`config.mk`:
```
export PLATFORM = sky130hd
export DESIGN_NAME = spectrum_bar_peak_hold_meter_core
export DESIGN_NICKNAME = d
export VERILOG_FILES = /design/src/design/sbpm_pkg.sv /design/src/design/spectrum_bar_peak_hold_meter_core.sv /design/src/design/sbpm_ctrl.sv /design/src/design/sbpm_dpath.sv
export SDC_FILE = /design/constraint.sdc
export NUM_CORES = 2
export LEC_CHECK = 0
export BUFFER_PORTS_ARGS = -buffer_cell sky130_fd_sc_hd__buf_2
export CORE_ASPECT_RATIO = 1.25
export CORE_UTILIZATION = 59
export DETAILED_ROUTE_END_ITERATION = 6
export GPL_TIMING_DRIVEN = 0
export PLACE_DENSITY = 0.71
export RECOVER_POWER = 25
export SETUP_SLACK_MARGIN = 0.02
export SYNTH_ARGS = -nofsm -noshare
export SYNTH_HDL_FRONTEND = slang
export SYNTH_SLANG_ARGS = --single-unit
```
`constraint.sdc`:
```
create_clock -name clock -period 8.4 [get_ports clock]
set_input_delay 0.42 -clock clock [delete_from_list [all_inputs] [get_ports clock]]
set_output_delay 0.42 -clock clock [all_outputs]
set_load 0.1 [all_outputs]
```
`src/design/sbpm_pkg.sv`:
```
// -----------------------------------------------------------------------------
// Bar meter package
// Shared widths, codes, reset values and controller/datapath interface types.
// -----------------------------------------------------------------------------
package sbpm_pkg;

   // Field widths
   localparam int ACTION_W    = 2;
   localparam int BAND_W      = 6;
   localparam int NEW_LEVEL_W = 12;
   localparam int LEVEL_W     = 11;
   localparam int LEN_W       = 8;
   localparam int DECAY_W     = 10;
   localparam int CSR_INDEX_W = 2;
   localparam int CSR_DATA_W  = 10;

   // Action codes
   localparam logic [ACTION_W-1:0] ACT_LOAD  = 2'd0;
   localparam logic [ACTION_W-1:0] ACT_DECAY = 2'd1;
   localparam logic [ACTION_W-1:0] ACT_HOLD  = 2'd2;

   // Register indexes
   localparam logic [CSR_INDEX_W-1:0] CSR_DECAY_STEP       = 2'd0;
   localparam logic [CSR_INDEX_W-1:0] CSR_BAR_MAX_LENGTH   = 2'd1;
   localparam logic [CSR_INDEX_W-1:0] CSR_PEAK_FALL_STEP   = 2'd2;
   localparam logic [CSR_INDEX_W-1:0] CSR_MARKER_THRESHOLD = 2'd3;

   // Register reset values
   localparam logic [DECAY_W-1:0] DECAY_STEP_RESET       = 10'd50;
   localparam logic [LEN_W-1:0]   BAR_MAX_LENGTH_RESET   = 8'd138;
   localparam logic [LEN_W-1:0]   PEAK_FALL_STEP_RESET   = 8'd2;
   localparam logic [LEN_W-1:0]   MARKER_THRESHOLD_RESET = 8'd3;

   // Level range, tenths of dB
   localparam logic signed [LEVEL_W-1:0]     LEVEL_RESET  = -11'sd900;
   localparam logic signed [NEW_LEVEL_W-1:0] LEVEL_MIN_12 = -12'sd900;
   localparam logic signed [NEW_LEVEL_W-1:0] LEVEL_MAX_12 = 12'sd0;
   localparam logic signed [NEW_LEVEL_W-1:0] LEVEL_SPAN_12 = 12'sd900;
   localparam int LEVEL_SPAN = 900;
   localparam int OFFSET_W   = 10;

   // Bar arithmetic: len^2 * offset / 900, then integer square root
   localparam int SQ_W        = 2 * LEN_W;
   localparam int PROD_W      = 26;
   localparam int RECIP_W     = 17;
   localparam int RECIP_SHIFT = 26;
   localparam logic [RECIP_W-1:0] RECIP = 17'd74565;  // floor(2^26 / 900)
   localparam int QUOT_W      = 16;
   localparam int REM_W       = 11;
   localparam int SQRT_STEPS  = 8;
   localparam int SQRT_CNT_W  = 3;
   localparam logic [QUOT_W-1:0] SQRT_BIT0 = 16'h4000;

   typedef enum logic [3:0] {
      ST_IDLE,
      ST_LEVEL,
      ST_MUL1,
      ST_MUL2,
      ST_MUL3,
      ST_FIX,
      ST_SQRT,
      ST_PEAK,
      ST_OUT
   } state_type;

   typedef struct packed {
      logic capture;
      logic calc_level;
      logic mul1;
      logic mul2;
      logic mul3;
      logic fix;
      logic sqrt_step;
      logic write_back;
      logic load_out;
   } cmd_type;

   typedef struct packed {
      logic in_range;
   } sts_type;

endpackage

```
`src/design/spectrum_bar_peak_hold_meter_core.sv`:
```
// -----------------------------------------------------------------------------
// Spectrum bar meter with peak hold and decay
// Per-band level meter. Each request beat names a band and an action: load a
// new level (clamped to -90..0 dB, tenths of dB), decay the stored level by
// decay_step (floored at -90 dB), or hold it. The bar length is then
// floor(bar_max_length * sqrt((level + 900) / 900)) and the peak marker either
// jumps up to the bar or falls by peak_fall_step toward zero.
// Channels: req_* in, rsp_* out, both valid/stall; csr_* writes the four
// registers by index and is always ready outside reset.
// Sequence: request capture, level update, three registered multiplies that
// form len^2 * offset and divide it by 900, a correction, the 8-step square
// root loop, peak update, then the response register once it is free; bands
// out of range go from the level update straight to the response register.
// A new request is taken only once the last one is in the response register.
// Reset clears the controller, registers and band valid bits, so every band
// reads as -90 dB with the peak at zero. A stalled response holds in its
// register; the next request finishes its work and waits for it to drain.
// -----------------------------------------------------------------------------
module spectrum_bar_peak_hold_meter_core
   import sbpm_pkg::*;
#(
   parameter int NUM_BANDS = 48
) (
   input  logic                          clock,
   input  logic                          reset,
   // Request channel
   input  logic                          req_valid,
   output logic                          req_stall,
   input  logic [ACTION_W-1:0]           req_action,
   input  logic [BAND_W-1:0]             req_band,
   input  logic signed [NEW_LEVEL_W-1:0] req_new_level,
   // Response channel
   output logic                          rsp_valid,
   input  logic                          rsp_stall,
   output logic [BAND_W-1:0]             rsp_band_out,
   output logic [LEN_W-1:0]              rsp_bar_length,
   output logic [LEN_W-1:0]              rsp_peak_length,
   output logic                          rsp_peak_shown,
   // Register write channel
   input  logic                          csr_valid,
   output logic                          csr_ready,
   input  logic [CSR_INDEX_W-1:0]        csr_index,
   input  logic [CSR_DATA_W-1:0]         csr_wdata
);

   cmd_type cmd;
   sts_type sts;
   logic    csr_we;

   // Registers take a write any cycle outside reset
   assign csr_ready = !reset;
   assign csr_we    = csr_valid && csr_ready;

   sbpm_ctrl u_ctrl (
      .clock     (clock),
      .reset     (reset),
      .req_valid (req_valid),
      .req_stall (req_stall),
      .rsp_stall (rsp_stall),
      .rsp_valid (rsp_valid),
      .sts       (sts),
      .cmd       (cmd)
   );

   sbpm_dpath #(
      .NUM_BANDS (NUM_BANDS)
   ) u_dpath (
      .clock           (clock),
      .reset           (reset),
      .req_action      (req_action),
      .req_band        (req_band),
      .req_new_level   (req_new_level),
      .csr_we          (csr_we),
      .csr_index       (csr_index),
      .csr_wdata       (csr_wdata),
      .cmd             (cmd),
      .sts             (sts),
      .rsp_band_out    (rsp_band_out),
      .rsp_bar_length  (rsp_bar_length),
      .rsp_peak_length (rsp_peak_length),
      .rsp_peak_shown  (rsp_peak_shown)
   );

endmodule

```
`src/design/sbpm_ctrl.sv`:
```
// -----------------------------------------------------------------------------
// Bar meter controller
// Sequences one beat through level update, divide, square root and write back.
// -----------------------------------------------------------------------------
module sbpm_ctrl
   import sbpm_pkg::*;
(
   input  logic    clock,
   input  logic    reset,
   input  logic    req_valid,
   output logic    req_stall,
   input  logic    rsp_stall,
   output logic    rsp_valid,
   input  sts_type sts,
   output cmd_type cmd
);

   state_type state_ff, state_in;
   logic [SQRT_CNT_W-1:0] sqrt_cnt_ff, sqrt_cnt_in;
   logic rsp_valid_ff, rsp_valid_in;
   logic out_free;
   logic sqrt_last;

   assign out_free  = !rsp_valid_ff || !rsp_stall;
   assign sqrt_last = (sqrt_cnt_ff == SQRT_CNT_W'(SQRT_STEPS - 1));

   always_comb begin
      state_in = state_ff;
      case (state_ff)
         ST_IDLE:  if (req_valid) state_in = ST_LEVEL;
         ST_LEVEL: state_in = sts.in_range ? ST_MUL1 : ST_OUT;
         ST_MUL1:  state_in = ST_MUL2;
         ST_MUL2:  state_in = ST_MUL3;
         ST_MUL3:  state_in = ST_FIX;
         ST_FIX:   state_in = ST_SQRT;
         ST_SQRT:  if (sqrt_last) state_in = ST_PEAK;
         ST_PEAK:  state_in = ST_OUT;
         ST_OUT:   if (out_free) state_in = ST_IDLE;
         default:  state_in = ST_IDLE;
      endcase
   end

   always_comb begin
      cmd            = '0;
      req_stall      = reset || (state_ff != ST_IDLE);
      cmd.capture    = (state_ff == ST_IDLE) && req_valid && !reset;
      cmd.calc_level = (state_ff == ST_LEVEL);
      cmd.mul1       = (state_ff == ST_MUL1);
      cmd.mul2       = (state_ff == ST_MUL2);
      cmd.mul3       = (state_ff == ST_MUL3);
      cmd.fix        = (state_ff == ST_FIX);
      cmd.sqrt_step  = (state_ff == ST_SQRT);
      cmd.write_back = (state_ff == ST_PEAK);
      cmd.load_out   = (state_ff == ST_OUT) && out_free;
   end

   always_comb begin
      sqrt_cnt_in = sqrt_cnt_ff;
      if (cmd.fix) begin
         sqrt_cnt_in = '0;
      end else if (cmd.sqrt_step) begin
         sqrt_cnt_in = sqrt_cnt_ff + 1'b1;
      end
      rsp_valid_in = rsp_valid_ff;
      if (cmd.load_out) begin
         rsp_valid_in = 1'b1;
      end else if (!rsp_stall) begin
         rsp_valid_in = 1'b0;
      end
   end

   always_ff @(posedge clock) begin
      if (reset) begin
         state_ff     <= ST_IDLE;
         sqrt_cnt_ff  <= '0;
         rsp_valid_ff <= 1'b0;
      end else begin
         state_ff     <= state_in;
         sqrt_cnt_ff  <= sqrt_cnt_in;
         rsp_valid_ff <= rsp_valid_in;
      end
   end

   assign rsp_valid = rsp_valid_ff;

endmodule

```
`src/design/sbpm_dpath.sv`:
```
// -----------------------------------------------------------------------------
// Bar meter datapath
// Band store, configuration registers, level update, divide by 900 and
// integer square root, peak update and result register.
// -----------------------------------------------------------------------------
module sbpm_dpath
   import sbpm_pkg::*;
#(
   parameter int NUM_BANDS = 48
) (
   input  logic                          clock,
   input  logic                          reset,
   input  logic [ACTION_W-1:0]           req_action,
   input  logic [BAND_W-1:0]             req_band,
   input  logic signed [NEW_LEVEL_W-1:0] req_new_level,
   input  logic                          csr_we,
   input  logic [CSR_INDEX_W-1:0]        csr_index,
   input  logic [CSR_DATA_W-1:0]         csr_wdata,
   input  cmd_type                       cmd,
   output sts_type                       sts,
   output logic [BAND_W-1:0]             rsp_band_out,
   output logic [LEN_W-1:0]              rsp_bar_length,
   output logic [LEN_W-1:0]              rsp_peak_length,
   output logic                          rsp_peak_shown
);

   localparam int IDX_W   = (NUM_BANDS > 1) ? $clog2(NUM_BANDS) : 1;
   localparam int EXT_W   = (IDX_W > BAND_W) ? IDX_W : BAND_W;
   localparam int CMP_W   = EXT_W + 1;
   localparam int ENTRY_W = LEVEL_W + LEN_W;
   localparam int RPROD_W = PROD_W + RECIP_W;

   // Configuration registers
   logic [DECAY_W-1:0] decay_step_ff;
   logic [LEN_W-1:0]   bar_max_length_ff;
   logic [LEN_W-1:0]   peak_fall_step_ff;
   logic [LEN_W-1:0]   marker_threshold_ff;

   // Band store: level and peak per band, valid bit marks written entries
   logic [ENTRY_W-1:0]   band_mem [NUM_BANDS];
   logic [NUM_BANDS-1:0] valid_ff;
   logic [ENTRY_W-1:0]   rd_entry_ff;
   logic                 rd_valid_ff;

   // Item registers
   logic [BAND_W-1:0]             band_ff;
   logic [ACTION_W-1:0]           action_ff;
   logic signed [NEW_LEVEL_W-1:0] new_level_ff;
   logic [IDX_W-1:0]              idx_ff;
   logic                          in_range_ff;

   // Arithmetic registers
   logic signed [LEVEL_W-1:0] level_ff;
   logic [OFFSET_W-1:0]       offset_ff;
   logic [LEN_W-1:0]          peak_old_ff;
   logic [SQ_W-1:0]           mm_ff;
   logic [PROD_W-1:0]         x_ff;
   logic [QUOT_W-1:0]         q0_ff;
   logic [REM_W-1:0]          rem_ff;
   logic [QUOT_W-1:0]         sq_v_ff;
   logic [QUOT_W-1:0]         root_ff;
   logic [QUOT_W-1:0]         sq_bit_ff;
   logic [LEN_W-1:0]          bar_ff;
   logic [LEN_W-1:0]          peak_ff;
   logic                      shown_ff;

   // Combinational
   logic [EXT_W-1:0]              req_band_ext;
   logic                          req_in_range;
   logic [IDX_W-1:0]              req_idx;
   logic signed [LEVEL_W-1:0]     cur_level;
   logic signed [NEW_LEVEL_W-1:0] cur12;
   logic signed [NEW_LEVEL_W-1:0] decayed;
   logic signed [NEW_LEVEL_W-1:0] lvl12;
   logic signed [NEW_LEVEL_W-1:0] off12;
   logic [RPROD_W-1:0]            recip_prod;
   logic [PROD_W-1:0]             q_times_span;
   logic [PROD_W-1:0]             rem_full;
   logic [QUOT_W-1:0]             q_fixed;
   logic [QUOT_W:0]               trial;
   logic [LEN_W-1:0]              bar_new;
   logic [LEN_W-1:0]              peak_new;

   assign req_band_ext = EXT_W'(req_band);
   assign req_in_range = (CMP_W'(req_band_ext) < CMP_W'(NUM_BANDS));
   assign req_idx      = req_in_range ? req_band_ext[IDX_W-1:0] : '0;
   assign sts.in_range = in_range_ff;

   always_ff @(posedge clock) begin
      if (reset) begin
         decay_step_ff       <= DECAY_STEP_RESET;
         bar_max_length_ff   <= BAR_MAX_LENGTH_RESET;
         peak_fall_step_ff   <= PEAK_FALL_STEP_RESET;
         marker_threshold_ff <= MARKER_THRESHOLD_RESET;
      end else if (csr_we) begin
         case (csr_index)
            CSR_DECAY_STEP:       decay_step_ff       <= csr_wdata[DECAY_W-1:0];
            CSR_BAR_MAX_LENGTH:   bar_max_length_ff   <= csr_wdata[LEN_W-1:0];
            CSR_PEAK_FALL_STEP:   peak_fall_step_ff   <= csr_wdata[LEN_W-1:0];
            CSR_MARKER_THRESHOLD: marker_threshold_ff <= csr_wdata[LEN_W-1:0];
            default: ;
         endcase
      end
   end

   // Band store access
   always_ff @(posedge clock) begin
      if (cmd.capture) begin
         rd_entry_ff <= band_mem[req_idx];
      end
      if (cmd.write_back) begin
         band_mem[idx_ff] <= {level_ff, peak_new};
      end
   end

   always_ff @(posedge clock) begin
      if (reset) begin
         valid_ff    <= '0;
         rd_valid_ff <= 1'b0;
      end else begin
         if (cmd.capture) begin
            rd_valid_ff <= valid_ff[req_idx];
         end
         if (cmd.write_back) begin
            valid_ff[idx_ff] <= 1'b1;
         end
      end
   end

   // Level update
   assign cur_level = rd_valid_ff ? $signed(rd_entry_ff[ENTRY_W-1 -: LEVEL_W]) : LEVEL_RESET;
   assign cur12     = {cur_level[LEVEL_W-1], cur_level};
   assign decayed   = cur12 - $signed({2'b00, decay_step_ff});

   always_comb begin
      case (action_ff)
         ACT_LOAD: begin
            if (new_level_ff < LEVEL_MIN_12) begin
               lvl12 = LEVEL_MIN_12;
            end else if (new_level_ff > LEVEL_MAX_12) begin
               lvl12 = LEVEL_MAX_12;
            end else begin
               lvl12 = new_level_ff;
            end
         end
         ACT_DECAY: lvl12 = (decayed < LEVEL_MIN_12) ? LEVEL_MIN_12 : decayed;
         ACT_HOLD:  lvl12 = cur12;
         default:   lvl12 = cur12;
      endcase
   end

   assign off12 = lvl12 + LEVEL_SPAN_12;

   // Divide by the span through a reciprocal, then correct by one
   assign recip_prod   = RPROD_W'(x_ff) * RPROD_W'(RECIP);
   assign q_times_span = PROD_W'(q0_ff) * PROD_W'(LEVEL_SPAN);
   assign rem_full     = x_ff - q_times_span;
   assign q_fixed      = (rem_ff >= REM_W'(LEVEL_SPAN)) ? q0_ff + 1'b1 : q0_ff;

   // One square root step per cycle
   assign trial = {1'b0, root_ff} + {1'b0, sq_bit_ff};

   // Peak marker: jump up to the bar or fall toward zero
   assign bar_new = root_ff[LEN_W-1:0];

   always_comb begin
      if (peak_old_ff < bar_new) begin
         peak_new = bar_new;
      end else if (peak_old_ff > peak_fall_step_ff) begin
         peak_new = peak_old_ff - peak_fall_step_ff;
      end else begin
         peak_new = '0;
      end
   end

   always_ff @(posedge clock) begin
      if (cmd.capture) begin
         band_ff      <= req_band;
         action_ff    <= req_action;
         new_level_ff <= req_new_level;
         idx_ff       <= req_idx;
         in_range_ff  <= req_in_range;
      end
      if (cmd.calc_level) begin
         level_ff    <= lvl12[LEVEL_W-1:0];
         offset_ff   <= off12[OFFSET_W-1:0];
         peak_old_ff <= rd_valid_ff ? rd_entry_ff[LEN_W-1:0] : '0;
         mm_ff       <= SQ_W'(bar_max_length_ff) * SQ_W'(bar_max_length_ff);
      end
      if (cmd.mul1) begin
         x_ff <= PROD_W'(mm_ff) * PROD_W'(offset_ff);
      end
      if (cmd.mul2) begin
         q0_ff <= recip_prod[RECIP_SHIFT +: QUOT_W];
      end
      if (cmd.mul3) begin
         rem_ff <= rem_full[REM_W-1:0];
      end
      if (cmd.fix) begin
         sq_v_ff   <= q_fixed;
         root_ff   <= '0;
         sq_bit_ff <= SQRT_BIT0;
      end
      if (cmd.sqrt_step) begin
         if ({1'b0, sq_v_ff} >= trial) begin
            sq_v_ff <= sq_v_ff - trial[QUOT_W-1:0];
            root_ff <= (root_ff >> 1) + sq_bit_ff;
         end else begin
            root_ff <= root_ff >> 1;
         end
         sq_bit_ff <= sq_bit_ff >> 2;
      end
      if (cmd.write_back) begin
         bar_ff   <= bar_new;
         peak_ff  <= peak_new;
         shown_ff <= (peak_new >= marker_threshold_ff);
      end
      if (cmd.load_out) begin
         rsp_band_out    <= band_ff;
         rsp_bar_length  <= in_range_ff ? bar_ff : '0;
         rsp_peak_length <= in_range_ff ? peak_ff : '0;
         rsp_peak_shown  <= in_range_ff && shown_ff;
      end
   end

endmodule

```
; ---- After elaboration in Yosys (flattened, before gate mapping)
; Memory sizes are Yosys's and may differ from the RTL's. A register that Yosys moved wholly into a read port is not among the register bits.
; Cells that the tools add are included.
[word_totals]
regBits = 296
latchBits = 0
ram_bits = 912
romBits = 0
input_bits = 37
output_inout_bits = 26
elab_cells = 128
n_memories = 1
[op_classes]
addsub = 9
n_mul = 4
div_mod_pow = 0
order_cmp = 12
n_eq_ne = 17
shift = 0
n_mux = 30
n_bitwise = 1
reduce_logical = 22
[memory_table]
columns = memory, words, word_bits, read_ports, rd_ports_with_merged_regs, wr, line
row1 = u_dpath.band_mem, 48, 19, 1, 1, 1, sbpm_dpath.sv:40  ; logic [ENTRY_W-1:0] band_mem [NUM_BANDS];
[ops]
columns = op, count
row1 = 16-bit two-way mux, 7
row2 = 48-bit OR, 1
row3 = 11-bit two-way mux, 4
row4 = "26-bit by 17-bit multiplier with 42-bit output, second input constant", 1
row5 = 4-bit case mux with 9 select lines, 1
row6 = 16-bit by 10-bit multiplier with 26-bit output, 1
row7 = 13-bit two-way mux, 2
row8 = "12-bit by 11-bit < comparator with 1-bit output, second input constant", 2
row9 = 11-bit case mux with 2 select lines, 1
row10 = 16-bit by 15-bit adder with 17-bit output, 1
row11 = 16-bit by 17-bit greater-or-equal comparator with 1-bit output, 1
row12 = 15-bit by 15-bit adder with 16-bit output, 1
row13 = "16-bit by 1-bit adder with 16-bit output, second input constant", 1
row14 = "4-bit by 3-bit == test with 1-bit output, second input constant", 4
row15 = "16-bit by 8-bit multiplier with 9-bit output, second input constant", 1
row16 = 8-bit by 8-bit multiplier with 16-bit output, 1
row17 = 4-bit two-way mux, 4
row18 = 8-bit two-way mux, 2
row19 = 16-bit subtractor, 1
row20 = "6-bit by 7-bit < comparator with 1-bit output, second input constant", 2
row21 = "12-bit by 1-bit > comparator with 1-bit output, second input constant", 1
row22 = 11-bit by 11-bit subtractor with 12-bit output, 1
row23 = "11-bit by 10-bit greater-or-equal comparator with 1-bit output, second input constant", 1
row24 = 11-bit subtractor, 1
row25 = other kinds (30), 52

; ---- Logic depth before layout (Yosys ltp)
[logic_depth]
ltp_word = 6
mapped_depth = 23
depth_no_buf = 23

; ---- Hierarchy
; From an unflattened synthesis, not the netlist that was laid out.
[unflattened]
cells_unflattened = 4950
hier_area_um2 = 63960.1
[by_module_without_submodules]
columns = mod, instances, cells_each, area_each_um2, seq_area_each_um2
row1 = sbpm_dpath, 1, 4885, 63430.8, 35454.0
row2 = sbpm_ctrl, 1, 63, 519.2, 160.2
row3 = spectrum_bar_peak_hold_meter_core, 1, 2, 10.0, 0.0

; ---- Least setup slack after synthesis
; OpenSTA, ideal clock, no wires.
[synth_timing]
path_kind = reg-to-reg
start = reg u_dpath.root_ff[1]
end = reg u_dpath.shown_ff, data pin
setup_time_ns = 0.257
t_arrival_ns = 5.859
required_ns = 8.143
path_slack_ns = 2.284
stages_incl_launch_ff = 18
n_path_buf = 1
synth_period_minus_slack_ns = 6.116
cell_sequence = edfxtp_1 > inv_1 > ha_1 > a21o_1 > a21o_1 > a21o_1 > a21o_1 > a21oi_1 > o21a_1 > clkbuf_1 > o41ai_1 > ha_1 > a21o_1 > a21o_1 > a21oi_1 > nor2b_1 > o21ai_0 > nand2b_1
[synth_via]
elab_chain_cells = 3
[synth_rtl]
columns = element, line
row1 = from (decl), sbpm_dpath.sv:61  ; logic [QUOT_W-1:0] root_ff;
row2 = from (signal assigned), sbpm_dpath.sv:207  ; root_ff <= (root_ff >> 1) + sq_bit_ff;
row3 = from (signal assigned), sbpm_dpath.sv:209  ; root_ff <= root_ff >> 1;
row4 = 8-bit < comparator, sbpm_dpath.sv:167  ; if (peak_old_ff < bar_new) begin
row5 = 8-bit two-way mux, sbpm_dpath.sv:167
row6 = named net u_dpath.peak_new[3], sbpm_dpath.sv:82  ; logic [LEN_W-1:0] peak_new;
row7 = 8-bit greater-or-equal comparator, sbpm_dpath.sv:216  ; shown_ff <= (peak_new >= marker_threshold_ff);
row8 = to (signal assigned), sbpm_dpath.sv:216
row9 = to (decl), sbpm_dpath.sv:65  ; logic shown_ff;
; The timed path passes the listed nets, and every way through them passes these cells.
; A chain may end at the register's enable or synchronous reset.

; ---- Worst setup path after layout
[layout_timing]
start = reg u_dpath.offset_ff[2]
end = reg u_dpath.x_ff[23], data pin
[layout_via]
elab_chain_cells = 1
[layout_rtl]
columns = element, line
row1 = from (decl), sbpm_dpath.sv:54  ; logic [OFFSET_W-1:0] offset_ff;
row2 = from (signal assigned), sbpm_dpath.sv:186  ; offset_ff <= off12[OFFSET_W-1:0];
row3 = 16-bit by 10-bit multiplier with 26-bit output, sbpm_dpath.sv:191  ; x_ff <= PROD_W'(mm_ff) * PROD_W'(offset_ff);
row4 = to (signal assigned), sbpm_dpath.sv:191
row5 = to (decl), sbpm_dpath.sv:57  ; logic [PROD_W-1:0] x_ff;
; No other way between the ends.

==> results.txt <==
Outcome: finished, violations left
Violated checks: capacitance limit, slew limit
Hold Crit Class: input port to register
Slew @ Worst Pin: 1.52 ns
Clock power share: 17.1%
Slew margin rel.: -1.51%
WL per Instance: 24.4 um
RR Startpoint: u_dpath.offset_ff[2]
Port bufs: 62
EDFF count, synth: 1114
Critical Path AT: 7.00 ns
Share of cells above drive strength 1: 9.88%
Combinational power share: 57.6%
Clock Latency Late Sink: 0.76 ns
Cells after DPL: 6428
DR iter-0 viols: 3315
Met3 GRT Util: 4.58%
Design area: 71200 sq um
Pwr/cell area: 426 nW/um^2
Dominant synthesized flop cell: edfxtp_1
Dpl cell area: 67600 sq um
Initial core utilization: 59.7%
Clock Sink Count: 1222
DIE AREA: 110000 sq um
Antenna violations before repair: 3
Post-Layout Cell Count: 6662
Final Setup Violations: 0
FMAX: 154 MHz
Crit path time final: 6.51 ns
Worst-path clk slew: 0.06 ns
Final Hold Violating Endpoints: 0
NetSw: 12600 uW
First-pass GRT wire length: 242000 um
Slew Viols, Final: 27
Crit. End Element: register
HPWL after detailed placement: 121000 um
Area contributors post-synth: edfxtp_1 52%, ha_1 7.6%, fa_1 7.4%
Crit-path max FO: 10
Std-Cell Rows: 134
Fin crit share: 77.5%
Post-synth ARST share: 0%
M2 GR Usage: 51.6%
Leak: 0.0271 uW
Setup TNS Final: 0 ns
Top-count cell post-synth: edfxtp_1
Post-synth top cells: 1114 x edfxtp_1, 454 x nand2_1, 428 x inv_1
CTS Root Cell: clkbuf_16
Internal power: 17700 uW
Area leader, netlist: edfxtp_1
Worst Setup SP: u_dpath.offset_ff[2]
Final WL: 163000 um
Switching Fraction: 41.6%
Largest net degree at the start of global routing: 49
Synth cell types: 78
Vias: 39900
Max-Cap Viols: 2
Overall global routing resource usage: 30.1%
Chip Height: 370 um
Fillers: 7781
Vias per Instance: 5.99
Final core utilization: 66.6%
RSZ-0062 raised after global routing: false
Clk buf depth: 3
Critical path type: register to register
Peak VDD IR: 1140 uV
Vias in the first global route: 39900
Routability cong.: 1.03
Htree depth: 3
CTS Buf Count: 116
GR peak layer: met2
Share of the synthesized area in the top cell type: 52.4%
TritonCTS clock tree: done
Post CTS Setup Buffer Count: 0
Cell Area, Synth: 63800 sq um
Seq cells post-synth: 1222
Core ar.: 107000 sq um
Register area share after synthesis: 55.8%
Seq pwr share: 25.4%
Met1 Track Usage GR: 36.0%
R2r worst-path depth: 21
Pre-antenna DRT Iters: 6
Nets: 5799
Total gr overflow: 0
Final ANT Viol Nets: 0
Area growth, synth to finish: 11.5%
DRC violations left: 0
Pwr Total: 30300 uW
Critical Path RT: 8.90 ns
Top Ports: 63
YS warnings: 0
Hold path depth: 3
Syn avg cell area: 13.2 sq um
Hold Crit Start: csr_wdata[6]
Syn Inst Count: 4852
Startpoint Class: register
Setup Skew: 0.0474 ns
Die X: 296 um
worst max-delay path: stages, from the launching register on:
cell and delay [ns]:
edfxtp_1 0.52, clkbuf_1 0.51, nand2_1 0.16, fa_1 0.54, inv_1 0.05, fa_1 0.49
inv_1 0.05, fa_1 0.52, inv_1 0.05, fa_1 0.48, inv_1 0.06, fa_1 0.48
inv_1 0.05, ha_1 0.20, or3_1 0.39, a21oi_1 0.28, o21ai_1 0.17, a211oi_1 0.40
o21bai_1 0.15, a21boi_0 0.41, o2111ai_1 0.15, o311a_1 0.15
per-stage QoR:
step                      setup WS, ns  hold WS [ns]
after floorplan                   2.28         0.400
after global placement           -2.71         0.401
after detailed placement          1.84         0.406
after CTS                         1.83      0.000616
after global routing              1.51        0.0306
final                             1.89        0.0254
power groups by stage:
stage	logic, uW	registers [uW]	clock network [uW]
finish	17400	7690	5170
global route	19700	7710	5430
CTS	17700	7690	5220
detailed placement	17500	7820	0
global placement	17100	7870	0
floorplan	13300	7770	0
state kept, by name, indices dropped and copies added (netlist names), 9 cells and up:
| name | cells |
|---|---|
| u_dpath.valid_ff | 48 |
| u_dpath.rem_ff | 9 |
| u_dpath.level_ff | 9 |
| u_dpath.mm_ff | 15 |
| u_dpath.decay_step_ff | 10 |
| u_dpath.offset_ff | 10 |
| u_dpath.sq_v_ff | 16 |
| u_dpath.q0_ff | 16 |
| u_dpath.x_ff | 26 |
| u_dpath.new_level_ff | 12 |
| u_dpath.rd_entry_ff | 19 |
| u_dpath.band_mem | 912 |
| u_dpath.root_ff | 16 |
layer usage:
metal / vias up / routed length (um)
met4: 2 / 10400
met1: 19900 / 60100
met2: 1498 / 81600
met5: - / 15
met3: 422 / 10700
li1: 18100 / -
what timing repair did:
action,CTS,global route
hold buffers,22,0
endpoints found under the setup margin,0,0
gates resized for setup,0,0
endpoints found under the hold margin,22,0
worst paths after layout:
kind / slack, ns / end
setup reg to reg: 1.89 / u_dpath.x_ff[23]
hold reg to reg: 0.42 / u_dpath.rsp_band_out[1]
setup / recovery: 1.89 / u_dpath.x_ff[23]
hold / removal: 0.03 / u_dpath.marker_threshold_ff[6]
cell families after synthesis:
logic type / count (synthesis) / share of synthesized area, %
AOI/OAI and AO/OA: 729 / 7.82
DFF: 1222 / 55.8
buffers and inverters: 647 / 3.98
and+or+nand+nor: 1137 / 8.45
muxes: 349 / 7.01
xor gates and xnor gates: 144 / 1.98
adders and majority gates: 622 / 15.0
other: 2 / 0.0118
area by class of cell:
type | count | area (sq um) | share of cell area, %
tap | 1428 | 1790 | 2.51
buffer | 214 | 913 | 1.28
clock buffer | 155 | 3160 | 4.44
timing repair buffer | 166 | 1690 | 2.38
clock inverter | 56 | 549 | 0.771
sequential | 1222 | 35600 | 50.0
antenna | 1 | 2.50 | 0.00351
multi-input combinational | 2987 | 25900 | 36.3
inverter | 433 | 1630 | 2.28
cell usage in the layout, fill, tap and decap left out, types with 112 or more instances in the layout:
cell type / count
a211oi_1: 152
a21oi_1: 150
and2_1: 131
buf_2: 112
clkbuf_1: 181
clkbuf_16: 117
edfxtp_1: 1114
fa_1: 236
ha_1: 386
inv_1: 429
mux2i_1: 260
nand2_1: 455
nor2_1: 151
nor2b_1: 163
No activity file was read; power rests on OpenSTA's default activity.
